File: src/hw/rtl/mpd_pkg.sv
package mpd_pkg;

  localparam logic [7:0] PUBLISH_HEADER = 8'h30;

  typedef enum logic [1:0] {
    ST_DATA      = 2'd0,
    ST_ABORT     = 2'd1,
    ST_MALFORMED = 2'd2,
    ST_EMPTY     = 2'd3
  } status_t;

  typedef struct packed {
    logic [7:0] out_byte;
    logic       in_payload;
    logic       part_last;
    logic       packet_last;
    status_t    status;
  } result_t;

endpackage

File: src/hw/rtl/mpd_if.sv
interface mpd_in_if;
  logic       valid;
  logic       ready;
  logic [7:0] rx_byte;
  logic       buffer_end;

  modport source (output valid, output rx_byte, output buffer_end, input ready);
  modport sink (input valid, input rx_byte, input buffer_end, output ready);
endinterface

interface mpd_out_if;
  import mpd_pkg::*;
  logic       valid;
  logic       ready;
  logic [7:0] out_byte;
  logic       in_payload;
  logic       part_last;
  logic       packet_last;
  status_t    status;

  modport source (output valid, output out_byte, output in_payload, output part_last,
                  output packet_last, output status, input ready);
  modport sink (input valid, input out_byte, input in_payload, input part_last,
                input packet_last, input status, output ready);
endinterface

interface mpd_cfg_if;
  logic valid;
  logic ready;
  logic data;

  modport source (output valid, output data, input ready);
  modport sink (input valid, input data, output ready);
endinterface

File: src/hw/rtl/mpd_step.sv
module mpd_step
  import mpd_pkg::*;
(
  input  logic       clk,
  input  logic       rst,
  input  logic       advance,
  input  logic       enable,
  input  logic [7:0] rx_byte,
  input  logic       buffer_end,
  output logic       result_valid,
  output result_t    result
);

  typedef enum logic [2:0] {
    PH_HUNT    = 3'd0,
    PH_LEN1    = 3'd1,
    PH_LEN2    = 3'd2,
    PH_TLHI    = 3'd3,
    PH_TLLO    = 3'd4,
    PH_TOPIC   = 3'd5,
    PH_PAYLOAD = 3'd6
  } phase_t;

  phase_t      phase, phase_next;
  logic [6:0]  remaining_low, remaining_low_next;
  logic [13:0] remaining_left, remaining_left_next;
  logic [7:0]  topic_size_high, topic_size_high_next;
  logic [15:0] topic_left, topic_left_next;

  logic        len_done;
  logic        done;
  logic [13:0] total;
  logic [15:0] topic_size;
  logic [15:0] topic_dec;
  logic [13:0] left_dec;

  always_comb begin
    phase_next           = phase;
    remaining_low_next   = remaining_low;
    remaining_left_next  = remaining_left;
    topic_size_high_next = topic_size_high;
    topic_left_next      = topic_left;
    result_valid         = 1'b0;
    result               = '{out_byte: 8'd0, in_payload: 1'b0, part_last: 1'b0,
                             packet_last: 1'b1, status: ST_DATA};
    len_done             = 1'b0;
    done                 = 1'b0;
    total                = '0;
    topic_size           = {topic_size_high, rx_byte};
    topic_dec            = topic_left - {15'd0, topic_left != 16'd0};
    left_dec             = remaining_left - {13'd0, remaining_left != 14'd0};

    if (!enable) begin
      phase_next = PH_HUNT;
    end else begin
      unique case (phase)
        PH_LEN1: begin
          if (!rx_byte[7]) begin
            len_done = 1'b1;
            total    = {7'd0, rx_byte[6:0]};
          end else begin
            remaining_low_next = rx_byte[6:0];
            phase_next         = PH_LEN2;
          end
        end
        PH_LEN2: begin
          if (rx_byte[7]) begin
            result_valid  = 1'b1;
            result.status = ST_MALFORMED;
            phase_next    = PH_HUNT;
          end else begin
            len_done = 1'b1;
            total    = {rx_byte[6:0], remaining_low};
          end
        end
        PH_TLHI: begin
          topic_size_high_next = rx_byte;
          phase_next           = PH_TLLO;
        end
        PH_TLLO: begin
          if (topic_size > {2'b00, remaining_left}) begin
            result_valid  = 1'b1;
            result.status = ST_MALFORMED;
            phase_next    = PH_HUNT;
          end else begin
            topic_left_next     = topic_size;
            remaining_left_next = remaining_left - topic_size[13:0];
            if (topic_size == 16'd0 && remaining_left == 14'd0) begin
              result_valid  = 1'b1;
              result.status = ST_EMPTY;
              phase_next    = PH_HUNT;
            end else if (topic_size == 16'd0) begin
              phase_next = PH_PAYLOAD;
            end else begin
              phase_next = PH_TOPIC;
            end
          end
        end
        PH_TOPIC: begin
          topic_left_next        = topic_dec;
          result_valid           = 1'b1;
          result.out_byte        = rx_byte;
          result.part_last       = topic_dec == 16'd0;
          result.packet_last     = topic_dec == 16'd0 && remaining_left == 14'd0;
          if (topic_dec == 16'd0) begin
            if (remaining_left == 14'd0) begin
              done       = 1'b1;
              phase_next = PH_HUNT;
            end else begin
              phase_next = PH_PAYLOAD;
            end
          end
        end
        PH_PAYLOAD: begin
          remaining_left_next = left_dec;
          result_valid        = 1'b1;
          result.out_byte     = rx_byte;
          result.in_payload   = 1'b1;
          result.part_last    = left_dec == 14'd0;
          result.packet_last  = left_dec == 14'd0;
          if (left_dec == 14'd0) begin
            done       = 1'b1;
            phase_next = PH_HUNT;
          end
        end
        default: begin
          // hunting, and the unused code
          phase_next = (rx_byte == PUBLISH_HEADER) ? PH_LEN1 : PH_HUNT;
        end
      endcase

      if (len_done) begin
        if (total == 14'd0) begin
          result_valid  = 1'b1;
          result.status = ST_EMPTY;
          phase_next    = PH_HUNT;
        end else if (total == 14'd1) begin
          result_valid  = 1'b1;
          result.status = ST_MALFORMED;
          phase_next    = PH_HUNT;
        end else begin
          remaining_left_next = total - 14'd2;
          phase_next          = PH_TLHI;
        end
      end

      // drop a packet that the buffer end cuts short
      if (buffer_end && !done && phase_next != PH_HUNT) begin
        result_valid = 1'b1;
        result       = '{out_byte: 8'd0, in_payload: 1'b0, part_last: 1'b0,
                         packet_last: 1'b1, status: ST_ABORT};
        phase_next   = PH_HUNT;
      end
    end
  end

  always_ff @(posedge clk) begin
    if (rst) begin
      phase           <= PH_HUNT;
      remaining_low   <= '0;
      remaining_left  <= '0;
      topic_size_high <= '0;
      topic_left      <= '0;
    end else if (advance) begin
      phase           <= phase_next;
      remaining_low   <= remaining_low_next;
      remaining_left  <= remaining_left_next;
      topic_size_high <= topic_size_high_next;
      topic_left      <= topic_left_next;
    end
  end

endmodule

File: src/hw/rtl/mqtt_publish_deframer.sv
// A byte waits in the input register; its result, if any, in the result register.
// Throughput: one byte per cycle while not stalled; the parse state updates once
// per byte in a single pass between the input register and the result register.
// A stalled result register holds the input stage, which holds the rx channel.
// Reset (rst, synchronous): hunting for a header, counters cleared,
// parse_enable 0, both stages empty.
module mqtt_publish_deframer
  import mpd_pkg::*;
(
  input logic        clk,
  input logic        rst,
  mpd_in_if.sink     rx,
  mpd_out_if.source  tx,
  mpd_cfg_if.sink    cfg
);

  logic       parse_enable;
  logic       in_valid;
  logic [7:0] in_byte;
  logic       in_bend;
  logic       out_valid;
  result_t    out_result;
  logic       out_free;
  logic       advance;
  logic       step_valid;
  result_t    step_result;

  assign out_free = !out_valid || tx.ready;
  assign advance  = in_valid && out_free;
  assign rx.ready = !in_valid || out_free;
  assign cfg.ready = 1'b1;

  mpd_step u_step (
    .clk          (clk),
    .rst          (rst),
    .advance      (advance),
    .enable       (parse_enable),
    .rx_byte      (in_byte),
    .buffer_end   (in_bend),
    .result_valid (step_valid),
    .result       (step_result)
  );

  always_ff @(posedge clk) begin
    if (rst) begin
      parse_enable <= 1'b0;
      in_valid     <= 1'b0;
      out_valid    <= 1'b0;
    end else begin
      if (cfg.valid) begin
        parse_enable <= cfg.data;
      end
      if (rx.valid && rx.ready) begin
        in_valid <= 1'b1;
      end else if (advance) begin
        in_valid <= 1'b0;
      end
      if (advance) begin
        out_valid <= step_valid;
      end else if (tx.ready) begin
        out_valid <= 1'b0;
      end
    end
  end

  always_ff @(posedge clk) begin
    if (rx.valid && rx.ready) begin
      in_byte <= rx.rx_byte;
      in_bend <= rx.buffer_end;
    end
    if (advance) begin
      out_result <= step_result;
    end
  end

  assign tx.valid       = out_valid;
  assign tx.out_byte    = out_result.out_byte;
  assign tx.in_payload  = out_result.in_payload;
  assign tx.part_last   = out_result.part_last;
  assign tx.packet_last = out_result.packet_last;
  assign tx.status      = out_result.status;

  a_reset_empty: assert property (@(posedge clk) rst |=> !tx.valid)
    else $error("result shown after reset");

  a_status_only: assert property (@(posedge clk) disable iff (rst)
    tx.valid && tx.status != ST_DATA |-> tx.out_byte == 8'd0 && tx.packet_last
      && !tx.part_last && !tx.in_payload)
    else $error("status result carries data");

  a_packet_end: assert property (@(posedge clk) disable iff (rst)
    tx.valid && tx.status == ST_DATA && tx.packet_last |-> tx.part_last)
    else $error("packet ends inside a part");

  a_stall_holds_input: assert property (@(posedge clk) disable iff (rst)
    in_valid && tx.valid && !tx.ready |=> in_valid && $stable(in_byte))
    else $error("input stage moved under a stalled result");

endmodule

File: src/flat_wrapper.sv
// flat-port wrapper written by rule: the top's interface ports become plain ports
module mqtt_publish_deframer_flat import mpd_pkg::*;
  (clk, rst, rx_valid, rx_rx_byte, rx_buffer_end, rx_ready, tx_valid, tx_out_byte, tx_in_payload, tx_part_last, tx_packet_last, tx_status, tx_ready, cfg_valid, cfg_data, cfg_ready);
  mpd_in_if rx_i ();
  mpd_out_if tx_i ();
  mpd_cfg_if cfg_i ();
  input logic clk;
  input logic rst;
  input wire logic [$bits(rx_i.valid)-1:0] rx_valid;
  input wire logic [$bits(rx_i.rx_byte)-1:0] rx_rx_byte;
  input wire logic [$bits(rx_i.buffer_end)-1:0] rx_buffer_end;
  output wire logic [$bits(rx_i.ready)-1:0] rx_ready;
  output wire logic [$bits(tx_i.valid)-1:0] tx_valid;
  output wire logic [$bits(tx_i.out_byte)-1:0] tx_out_byte;
  output wire logic [$bits(tx_i.in_payload)-1:0] tx_in_payload;
  output wire logic [$bits(tx_i.part_last)-1:0] tx_part_last;
  output wire logic [$bits(tx_i.packet_last)-1:0] tx_packet_last;
  output wire logic [$bits(tx_i.status)-1:0] tx_status;
  input wire logic [$bits(tx_i.ready)-1:0] tx_ready;
  input wire logic [$bits(cfg_i.valid)-1:0] cfg_valid;
  input wire logic [$bits(cfg_i.data)-1:0] cfg_data;
  output wire logic [$bits(cfg_i.ready)-1:0] cfg_ready;
  assign rx_i.valid = rx_valid;
  assign rx_i.rx_byte = rx_rx_byte;
  assign rx_i.buffer_end = rx_buffer_end;
  assign rx_ready = rx_i.ready;
  assign tx_valid = tx_i.valid;
  assign tx_out_byte = tx_i.out_byte;
  assign tx_in_payload = tx_i.in_payload;
  assign tx_part_last = tx_i.part_last;
  assign tx_packet_last = tx_i.packet_last;
  assign tx_status = tx_i.status;
  assign tx_i.ready = tx_ready;
  assign cfg_i.valid = cfg_valid;
  assign cfg_i.data = cfg_data;
  assign cfg_ready = cfg_i.ready;
  mqtt_publish_deframer u_core (.clk(clk), .rst(rst), .rx(rx_i), .tx(tx_i), .cfg(cfg_i));
endmodule
File: config.mk
export PLATFORM = sky130hd
export DESIGN_NAME = mqtt_publish_deframer_flat
export DESIGN_NICKNAME = d
export VERILOG_FILES = /design/src/hw/rtl/mpd_pkg.sv /design/src/hw/rtl/mpd_if.sv /design/src/hw/rtl/mpd_step.sv /design/src/hw/rtl/mqtt_publish_deframer.sv /design/src/flat_wrapper.sv
export SDC_FILE = /design/constraint.sdc
export NUM_CORES = 1
export LEC_CHECK = 0
export BUFFER_PORTS_ARGS = -buffer_cell sky130_fd_sc_hd__buf_2
export CAP_MARGIN = 10
export CORE_ASPECT_RATIO = 0.6
export CORE_UTILIZATION = 55
export DETAILED_ROUTE_END_ITERATION = 16
export PLACE_DENSITY_LB_ADDON = 0.2
export SLEW_MARGIN = 0
export SYNTH_ARGS = -nofsm -noshare
export SYNTH_HDL_FRONTEND = slang
export SYNTH_SLANG_ARGS = --single-unit
File: constraint.sdc
create_clock -name clk -period 3.75 [get_ports clk]
set_input_delay 0.75 -clock clk [delete_from_list [all_inputs] [get_ports clk]]
set_output_delay 0.75 -clock clk [all_outputs]
set_load 0.05 [all_outputs]
==> results of run 1 <==
-- timing repair --
action                                  CTS  global route
endpoints found under the setup margin    0            10
resized for setup                         0            11
hold buffers                              0             0
setup buffers                             0             0
-- kinds of logic after synthesis --
| kind of cell | count (synthesis) | share of synthesized area |
|---|---|---|
| and+or+nand+nor | 313 | 0.287 |
| AOI/OAI and AO/OA | 201 | 0.236 |
| xor gates and xnor gates | 18 | 0.0267 |
| DFF | 73 | 0.285 |
| other | 1 | 0.000635 |
| adders and majority gates | 33 | 0.0712 |
| muxes | 19 | 0.0322 |
| buffers and inverters | 80 | 0.0613 |
-- tightest hold or removal path, delay by kind of cell, from the launching register on --
kind / cells / cell delay (ns)
compound gates: 1 / 0.05
flops: 1 / 0.33
simple gates: 1 / 0.06
-- cell usage after synthesis, types with 5 or more instances --
cell / instances
nor4_1: 8
edfxtp_1: 22
a31oi_1: 8
ha_1: 32
nand3_1: 24
and3_1: 5
o211ai_1: 11
nor3_2: 15
a21oi_1: 53
xnor2_1: 10
mux2i_1: 19
buf_2: 13
nand3b_1: 13
nor2b_1: 7
o21ai_0: 36
nand4_1: 13
a211oi_1: 8
nand2_1: 75
clkbuf_1: 19
o21ai_1: 5
nor2_1: 82
a22oi_1: 6
nor3_1: 29
xor2_1: 8
dfxtp_1: 51
inv_1: 39
o21a_1: 9
-- sequential cells by signal, indices dropped and copies added (netlist names) --
| name | count |
|---|---|
| u_core.u_step.topic_left | 16 |
| u_core.u_step.remaining_left | 14 |
| u_core.in_byte | 8 |
| u_core.tx.out_byte | 8 |
| u_core.u_step.topic_size_high | 8 |
| u_core.u_step.remaining_low | 7 |
| u_core.u_step.phase | 3 |
| u_core.tx.status | 2 |
| u_core.in_bend | 1 |
| u_core.in_valid | 1 |
| u_core.parse_enable | 1 |
| u_core.tx.in_payload | 1 |
| u_core.tx.packet_last | 1 |
| u_core.tx.part_last | 1 |
| u_core.tx.valid | 1 |
-- power groups by stage --
stage | registers, uW | logic [uW] | clock network (uW)
CTS | 841 | 330 | 970
floorplan | 868 | 208 | 0
finish | 841 | 343 | 972
global route | 842 | 360 | 1000
global placement | 858 | 323 | 0
detailed placement | 859 | 327 | 0
-- layer usage --
| layer | vias to the layer above | share of wire | global-route usage |
|---|---|---|---|
| met5 | - | 0 | 0 |
| met4 | 0 | 0.021 | 0.126 |
| met3 | 44 | 0.14 | 0.101 |
| met2 | 448 | 0.39 | 0.538 |
| met1 | 2824 | 0.44 | 0.543 |
| li1 | 2773 | - | - |
-- worst paths after layout --
| check | start | endpoint | slack [ns] | cells after the start |
|---|---|---|---|---|
| hold / removal | u_core.u_step.topic_left[0]$_SDFFE_PP0P_ | u_core.u_step.topic_left[0]$_SDFFE_PP0P_ | 0.48 | 2 |
| setup reg to reg | u_core.u_step.topic_left[6]$_SDFFE_PP0P_ | u_core.tx.packet_last$_SDFFCE_PP1P_ | 0.11 | 13 |
| setup / recovery | u_core.u_step.topic_left[6]$_SDFFE_PP0P_ | u_core.tx.packet_last$_SDFFCE_PP1P_ | 0.11 | 13 |
| hold reg to reg | u_core.u_step.topic_left[0]$_SDFFE_PP0P_ | u_core.u_step.topic_left[0]$_SDFFE_PP0P_ | 0.48 | 2 |
-- stage by stage --
step,total power [uW],area (sq um)
after global placement,1180,6250
after global routing,2200,6630
after floorplan,1080,5900
after detailed placement,1190,6250
final,2160,6630
after CTS,2140,6580
-- final cells by class --
cell class	instances	area (sq um)	area share
multi-input combinational	585	3910	0.590
sequential	73	1680	0.254
timing repair buffer	62	393	0.0593
clock buffer	9	225	0.0340
tap	135	169	0.0255
inverter	39	146	0.0221
clock inverter	7	101	0.0153
-- placed cells by master (no fill, tap or decap), types with 4 or more instances in the layout --
master,count
nor2_1,82
nand2_1,75
a21oi_1,53
dfxtp_1,50
inv_1,39
o21ai_0,36
buf_4,33
ha_1,31
buf_2,29
nor3_1,28
nand3_1,23
edfxtp_1,22
mux2i_1,19
nor3_2,14
nand4_1,13
nand3b_1,13
o211ai_1,11
xnor2_1,10
o21a_1,9
clkbuf_16,9
nor4_1,8
a31oi_1,8
a211oi_1,8
xor2_1,7
nor2b_1,6
a22oi_1,6
nand2b_1,4
a21o_1,4
and3_1,4
a211o_1,4
o32ai_1,4
nor3b_1,4
o22ai_1,4
o21ai_1,4
a31o_2,4
a221oi_1,4
==> impl_metrics.ini, run 1 <==
[sta]
holdWs_ns = 0.480
period_needed_ns = 3.64
hold_viol_final = 0
rsz0062_at_grt = false
finalCritPeriodShare = 0.969
finalClockSkew_ns = 0.00797
relSlewSlack = 0.347
tns_ns = 0
worst_pin_slew_ns = 0.972
setup_viol = 0
worst_slack_ns = 0.115
drv_slew = 0
fmax_mhz = 275

[synth]
synth_edf_count = 22
syn_area_per_cell_sq_um = 8.00
syn_area_sq_um = 5900
yosysUniqueCellTypes = 89
netlist_instances = 738
synthArstFlopShare = 0
yosysTopAreaCellShare = 0.173
seq_area_frac_synth = 0.285
syn_nets = 786
synth_top_area_cell = dfxtp_1
yosysWarnings = 0
ys_seq_elements = 73
synthTopCellsByArea = dfxtp_1 (17%), edfxtp_1 (11%), ha_1 (6.8%)
synthFlopType = dfxtp_1

[status]
outcome = completed

[power_and_ir_drop]
power.leakage_uw = 0.00240
p_int_uw = 1530
power_density_nw_per_um2 = 325
p_comb_frac = 0.159
p_switching_uw = 623
p_sw_frac = 0.289
p_seq_frac = 0.390
p_clk_frac = 0.451
ir_drop_mv = 0.247

[routing]
wl_per_cell_microns = 22.6
drt_iter0_drc = 840
first_pass_iters = 7
wirelength_microns = 20600
drc = 0
antenna_left = 0
vias_per_cell = 6.69
vias = 6089

[placed_design]
place_ws_ns = 0.0877
place_inst = 894
routabilityCongestion = 1.01
io_buffers = 29
dp_hpwl_microns = 15400

[setup_path]
cpPeakStageDelay_ns = 0.54
path_cells = or4_4, nor3_4, nand4_1, ha_1, ha_1, or3b_4, nand2_1, a21boi_0, o22ai_2, nor3_4, a21oi_2, and2_4, nand4bb_1
critPathLaunchType = register
worstPathArrival_ns = 3.71
path_class = reg2reg
cp_max_fo = 12
critPathRequiredTime_ns = 3.83
crit_family = simple AND/OR/NAND/NOR gates
end_kind = register
path_buf_inv = 0
critical_path.slowest_cell = or4_4

[grt]
grt_pass1_wl_microns = 31100
grt_use_total = 0.377
grt_pass1_vias = 5553
antenna_found_initial = 0
grt.overflow.total = 0
grt_start_max_net_pins = 33

[clock_network]
cts_made_buffers = 9
clockBufferDepth = 2
cts_root_buffer = clkbuf_16
cts.htree.levels = 3
clock_sinks = 73
clock_latency_ns = 0.35
cts_tree = built
path_clk_slew_ns = 0.07

[cells_and_area]
finalNonFillerCells = 910
area_delta_synth_final_pct = 12.3
n_antenna_cell = 0
postLayoutCoreUtil = 0.655
n_fill_cell = 898
drive_above_1_share = 0.177
fin_nets = 818

[die]
die_area_sq_um = 11200
start_util = 0.583
ios = 31
die_w_microns = 136
rows = 28
core-area_sq_um = 10100
die_h_microns = 82.3

[worst_hold_path]
hold_class = reg2reg

[run]
timing.max_cap.violations = 0
Power figures use the tool's default switching activity.
==> inputs of run 2 (changes only) <==
--- a/config.mk
+++ b/config.mk
@@ -14,4 +14,5 @@
 export SLEW_MARGIN = 0
 export SYNTH_ARGS = -nofsm -noshare
 export SYNTH_HDL_FRONTEND = slang
+export SYNTH_HIERARCHICAL = 1
 export SYNTH_SLANG_ARGS = --single-unit
==> impl_metrics.ini, run 2 <==
[status]
outcome = completed

[power_and_ir_drop]
power_density_nw_per_um2 = 293
ir_drop_mv = 0.220
power.leakage_uw = 0.00261

[worst_hold_path]
hold_end = u_core/u_step/remaining_low[3]$_SDFFE_PP0P_
hold_class = reg2reg
hold_path.startpoint = u_core/u_step/remaining_low[3]$_SDFFE_PP0P_
hold_depth = 2

[setup_path]
cpPeakStageDelay_ns = 0.42
r2r-start = u_core/u_step/topic_left[7]$_SDFFE_PP0P_
critical_path.slowest_cell = a221oi_2
path_buf_inv = 1
path_class = reg2reg
worstPathArrival_ns = 3.82
critPathLaunchType = register
crit_family = simple AND/OR/NAND/NOR gates
critPathRequiredTime_ns = 4.01
r2r_cells = 14
cp_max_fo = 11
r2r_slack_ns = 0.18
end_kind = register
path_cells = or3_1, or2_4, nor4_4, nand2_1, ha_1, buf_4, nand2b_2, xnor2_1, or3_1, a221oi_2, nand2_1, o31a_4, and2_4, o32ai_2
r2r_end = u_core/u_step/phase[1]$_SDFFE_PP0P_

[die]
core-area_sq_um = 10200
start_util = 0.585
die_area_sq_um = 11200
die_w_microns = 136
die_h_microns = 82.5
rows = 28
ios = 31

[cells_and_area]
fin_nets = 844
n_fill_cell = 875
area_delta_synth_final_pct = 14.6
final_cell_mix = nor2_1 (88), nand2_1 (57), buf_4 (54), a21oi_1 (51), dfxtp_1 (50)
largest_register_ffs = 16
postLayoutCoreUtil = 0.670
reg_top3 = u_core/u_step/topic_left (16), u_core/u_step/remaining_left (14)
final_common_cell = nor2_1
drive_above_1_share = 0.169
top_register = u_core/u_step/topic_left

[sta]
hold_viol_final = 0
worst_pin_slew_ns = 0.899
fmax_mhz = 280
setup_viol = 0
period_needed_ns = 3.57
finalClockSkew_ns = 0.00588
drv_slew = 0
rsz0062_at_grt = false
tns_ns = 0
relSlewSlack = 0.398
finalCritPeriodShare = 0.951
holdWs_ns = 0.489

[synth]
synthFlopType = dfxtp_1
netlist_instances = 752
seq_area_frac_synth = 0.283
syn_area_per_cell_sq_um = 7.90
yosysWarnings = 6
yosysMostFrequentCell = nor2_1
synth_top_area_cell = dfxtp_1
yosysUniqueCellTypes = 92
syn_area_sq_um = 5940
synthTopCellsByArea = dfxtp_1 (17%), edfxtp_1 (11%), ha_1 (6.7%)
synthArstFlopShare = 0
synth_edf_count = 22
ys_seq_elements = 73
netlist_top_cells_count = nor2_1 (88), nand2_1 (58), a21oi_1 (51), dfxtp_1 (51), o21ai_0 (40)
syn_nets = 800
yosysTopAreaCellShare = 0.172

[clock_network]
hold_buffers = 0
clockBufferDepth = 2
cts_made_buffers = 9
clock_sinks = 73
cts.htree.levels = 3
path_clk_slew_ns = 0.06
cts_tree = built
cts_root_buffer = clkbuf_16
clock_latency_ns = 0.35

[routing]
antenna_left = 0
wirelength_microns = 20700
vias = 6317
drt_iter0_drc = 1064
vias_per_cell = 6.73
drc = 0
wl_per_cell_microns = 22.1
first_pass_iters = 6

[placed_design]
routabilityCongestion = 1.00
dp_hpwl_microns = 15200
io_buffers = 29

[grt]
grt_start_max_net_pins = 33
grt_pass1_wl_microns = 31300
grt_pass1_vias = 5552
grt.overflow.total = 0
antenna_found_initial = 2
grt_use_total = 0.381

[run]
timing.max_cap.violations = 0
==> run 2: cells by family after synthesis <==
family / after synthesis / synth area share
xor+xnor: 24 / 0.0354
simple gates: 300 / 0.268
other cells: 1 / 0.000631
flops: 73 / 0.283
mux: 12 / 0.0202
buf+inv: 90 / 0.0615
fa+ha+maj: 34 / 0.0724
compound gates: 218 / 0.259
==> run 2: power by group <==
group / switching [uW] / internal [uW]
clock: 343 / 508
sequential: 7.58 / 826
combinational: 200 / 109
==> run 2: through the flow <==
stage	std cells	worst slack (ns)	power (uW)	instance area, sq um
after global placement	919	0.107	1140	6460
after detailed placement	919	0.0282	1140	6460
final	938	0.183	1990	6810
after floorplan	752	0.0263	1050	5940
after CTS	935	0.0264	1990	6740
after global routing	936	0.00719	2050	6810
==> run 2: routing by layer <==
metal	track usage	wire length [microns]	up-vias
li1	-	-	2854
met1	0.546	9200	2941
met2	0.511	7910	470
met3	0.158	3190	52
met4	0.104	444	0
met5	0	0	-
==> run 2: worst min-delay path: stages (launching register included) <==
cell	delay (ns)
dfxtp_1	0.33
a21oi_1	0.06
nor2_1	0.07
==> run 2: worst max path at each step <==
stage / from / to / slack, ns / depth (start not counted)
after global routing: u_core/u_step/topic_left[4]$_SDFFE_PP0P_ / u_core/u_step/phase[2]$_SDFFE_PP0P_ / 0.007 / 14
after detailed placement: u_core/u_step/topic_left[7]$_SDFFE_PP0P_ / u_core/u_step/phase[1]$_SDFFE_PP0P_ / 0.03 / 14
after global placement: u_core/u_step/topic_left[7]$_SDFFE_PP0P_ / u_core/tx.part_last$_DFFE_PP_ / 0.11 / 14
final: u_core/u_step/topic_left[7]$_SDFFE_PP0P_ / u_core/u_step/phase[1]$_SDFFE_PP0P_ / 0.18 / 14
after CTS: u_core/u_step/topic_left[7]$_SDFFE_PP0P_ / u_core/u_step/phase[1]$_SDFFE_PP0P_ / 0.03 / 14
after floorplan: u_core/u_step/topic_left[7]$_SDFFE_PP0P_ / u_core/u_step/phase[2]$_SDFFE_PP0P_ / 0.03 / 15
==> run 2: repair_timing <==
item / in CTS / in global routing
buffers inserted: 0 / 1
setup endpoints to repair: 1 / 15
gates resized for setup: 0 / 11
pin swaps: 1 / 4
==> run 2: cell type report <==
cell class,count,area [sq um],area share
inverters,39,146,0.0215
diodes,2,5.00,0.000735
multi-input cells,589,3950,0.580
repair buffers,84,571,0.0838
well taps,135,169,0.0248
clock buffers,9,225,0.0331
clock inverters,7,61.3,0.00900
flip-flops and latches,73,1680,0.247
==> inputs of run 3 (changes only) <==
--- a/config.mk
+++ b/config.mk
@@ -7,7 +7,7 @@
 export LEC_CHECK = 0
 export BUFFER_PORTS_ARGS = -buffer_cell sky130_fd_sc_hd__buf_2
 export CAP_MARGIN = 10
-export CORE_ASPECT_RATIO = 0.6
+export CORE_ASPECT_RATIO = 0.8
 export CORE_UTILIZATION = 55
 export DETAILED_ROUTE_END_ITERATION = 16
 export PLACE_DENSITY_LB_ADDON = 0.2
==> constraint.sdc (replaced) <==
create_clock -name clk -period 3.75 [get_ports clk]
set_input_delay 0.75 -clock clk [delete_from_list [all_inputs] [get_ports clk]]
set_output_delay 0.75 -clock clk [all_outputs]
set_load 0.02 [all_outputs]
==> impl_metrics.ini, run 3 (synthesized netlist as in run 2, its figures left out) <==
[clock_network]
clockBufferDepth = 2
hold_buffers = 0
cts_tree = built
path_clk_slew_ns = 0.06
cts.htree.levels = 3
clock_sinks = 73
clock_latency_ns = 0.34
cts_root_buffer = clkbuf_16
cts_made_buffers = 9

[grt]
grt_pass1_wl_microns = 30100
grt.overflow.total = 0
grt_start_max_net_pins = 36
antenna_found_initial = 0
grt_pass1_vias = 5772
grt_use_total = 0.344

[power_and_ir_drop]
p_int_uw = 1520
power_density_nw_per_um2 = 306
p_clk_frac = 0.461
p_sw_frac = 0.269
power.leakage_uw = 0.00261
ir_drop_mv = 0.196
p_switching_uw = 560
total_power_uw = 2080
p_comb_frac = 0.137
p_seq_frac = 0.402

[placed_design]
place_ws_ns = -0.00392
dp_hpwl_microns = 13700
io_buffers = 29
routabilityCongestion = 0.973

[sta]
drv_slew = 0
hold_viol_final = 0
finalCritPeriodShare = 0.959
holdWs_ns = 0.502
finalClockSkew_ns = 0.00680
worst_slack_ns = 0.154
period_needed_ns = 3.60
worst_pin_slew_ns = 0.874
setup_viol = 0
relSlewSlack = 0.412
fmax_mhz = 278

[cells_and_area]
final_cell_mix = nor2_1 (88), nand2_1 (58), dfxtp_1 (51), a21oi_1 (50), buf_4 (50)
n_antenna_cell = 0
top_register = u_core/u_step/topic_left
area_delta_synth_final_pct = 14.6
drive_above_1_share = 0.167
reg_top3 = u_core/u_step/topic_left (16), u_core/u_step/remaining_left (14)
fin_nets = 840
largest_register_ffs = 16
final_common_cell = nor2_1

[worst_hold_path]
hold_class = reg2reg

[setup_path]
critPathLaunchType = register
end_kind = register
path_class = reg2reg
critPathRequiredTime_ns = 3.85
cp_max_fo = 4
worstPathArrival_ns = 3.69

[die]
ios = 31
core-area_sq_um = 10400
die_area_sq_um = 11200
die_w_microns = 118
start_util = 0.574
die_h_microns = 95.0
rows = 33

[routing]
wl_met2_microns = 8440
top_layer_used = met4
vias = 6311
drc = 0
wl_met1_microns = 7950
wl_per_cell_microns = 20.4
antenna_left = 0
wirelength_microns = 19100
first_pass_iters = 6
wl_met3_microns = 2070
drt_iter0_drc = 877
vias_per_cell = 6.74

[status]
outcome = completed

[run]
timing.max_cap.violations = 0
## run 3: metal layers
metal | vias to the layer above | track usage
li1 | 2850 | -
met1 | 2985 | 0.456
met2 | 401 | 0.544
met3 | 75 | 0.0755
met4 | 0 | 0.147
met5 | - | 0
## run 3: cell type report
| type | instances | area (sq um) |
|---|---|---|
| repair buffers | 79 | 520 |
| clock buffers | 9 | 225 |
| multi-input cells | 590 | 3960 |
| well taps | 140 | 175 |
| inverters | 39 | 146 |
| clock inverters | 7 | 98.8 |
| flip-flops and latches | 73 | 1680 |
| fillers | 855 | 3550 |
## run 3: worst max-delay path: stages, from the launching register on
cell and delay, ns:
dfxtp_1 0.32, or3_1 0.41, or2_4 0.29, nor4_4 0.16, nand2_1 0.10, ha_2 0.19, ha_2 0.19, nor3b_2 0.19
a21oi_2 0.16, o21ai_2 0.08, a2111oi_4 0.49, nand3_1 0.14, o211a_1 0.20, a31oi_1 0.22, and3b_1 0.20
## run 3: worst paths after layout
path                                                                   from                                          end  slack [ns]  cells past startpoint
worst max-delay path               u_core/u_step/topic_left[7]$_SDFFE_PP0P_                u_core/tx.part_last$_DFFE_PP_        0.15                     14
worst min-delay path            u_core/u_step/remaining_low[6]$_SDFFE_PP0P_  u_core/u_step/remaining_low[6]$_SDFFE_PP0P_        0.50                      2
worst max register to register     u_core/u_step/topic_left[7]$_SDFFE_PP0P_                u_core/tx.part_last$_DFFE_PP_        0.15                     14
worst min register to register  u_core/u_step/remaining_low[6]$_SDFFE_PP0P_  u_core/u_step/remaining_low[6]$_SDFFE_PP0P_        0.50                      2
## run 3: power by group through the flow
stage                     Sequential, uW  Clock [uW]  Combinational, uW
final                                836         960                285
after CTS                            836         966                274
after global routing                 838        1000                306
after detailed placement             854           0                272
after global placement               853           0                268
after floorplan                      856           0                183
## run 3: through the flow
| step | util | instances | instance area [sq um] | TNS, ns |
|---|---|---|---|---|
| after CTS | 0.651 | 936 | 6750 | 0 |
| after global routing | 0.657 | 937 | 6810 | -0.0220 |
| after detailed placement | 0.620 | 920 | 6420 | -0.00392 |
| after global placement | 0.620 | 920 | 6420 | 0 |
| after floorplan | - | 752 | 5940 | 0 |
| final | 0.657 | 937 | 6810 | 0 |
## run 3: what timing repair did
action,4_1_cts,5_1_grt
buffers inserted,0,0
pin swaps,1,5
resized for setup,1,11
gates cloned,0,1
endpoints found under the setup margin,3,15
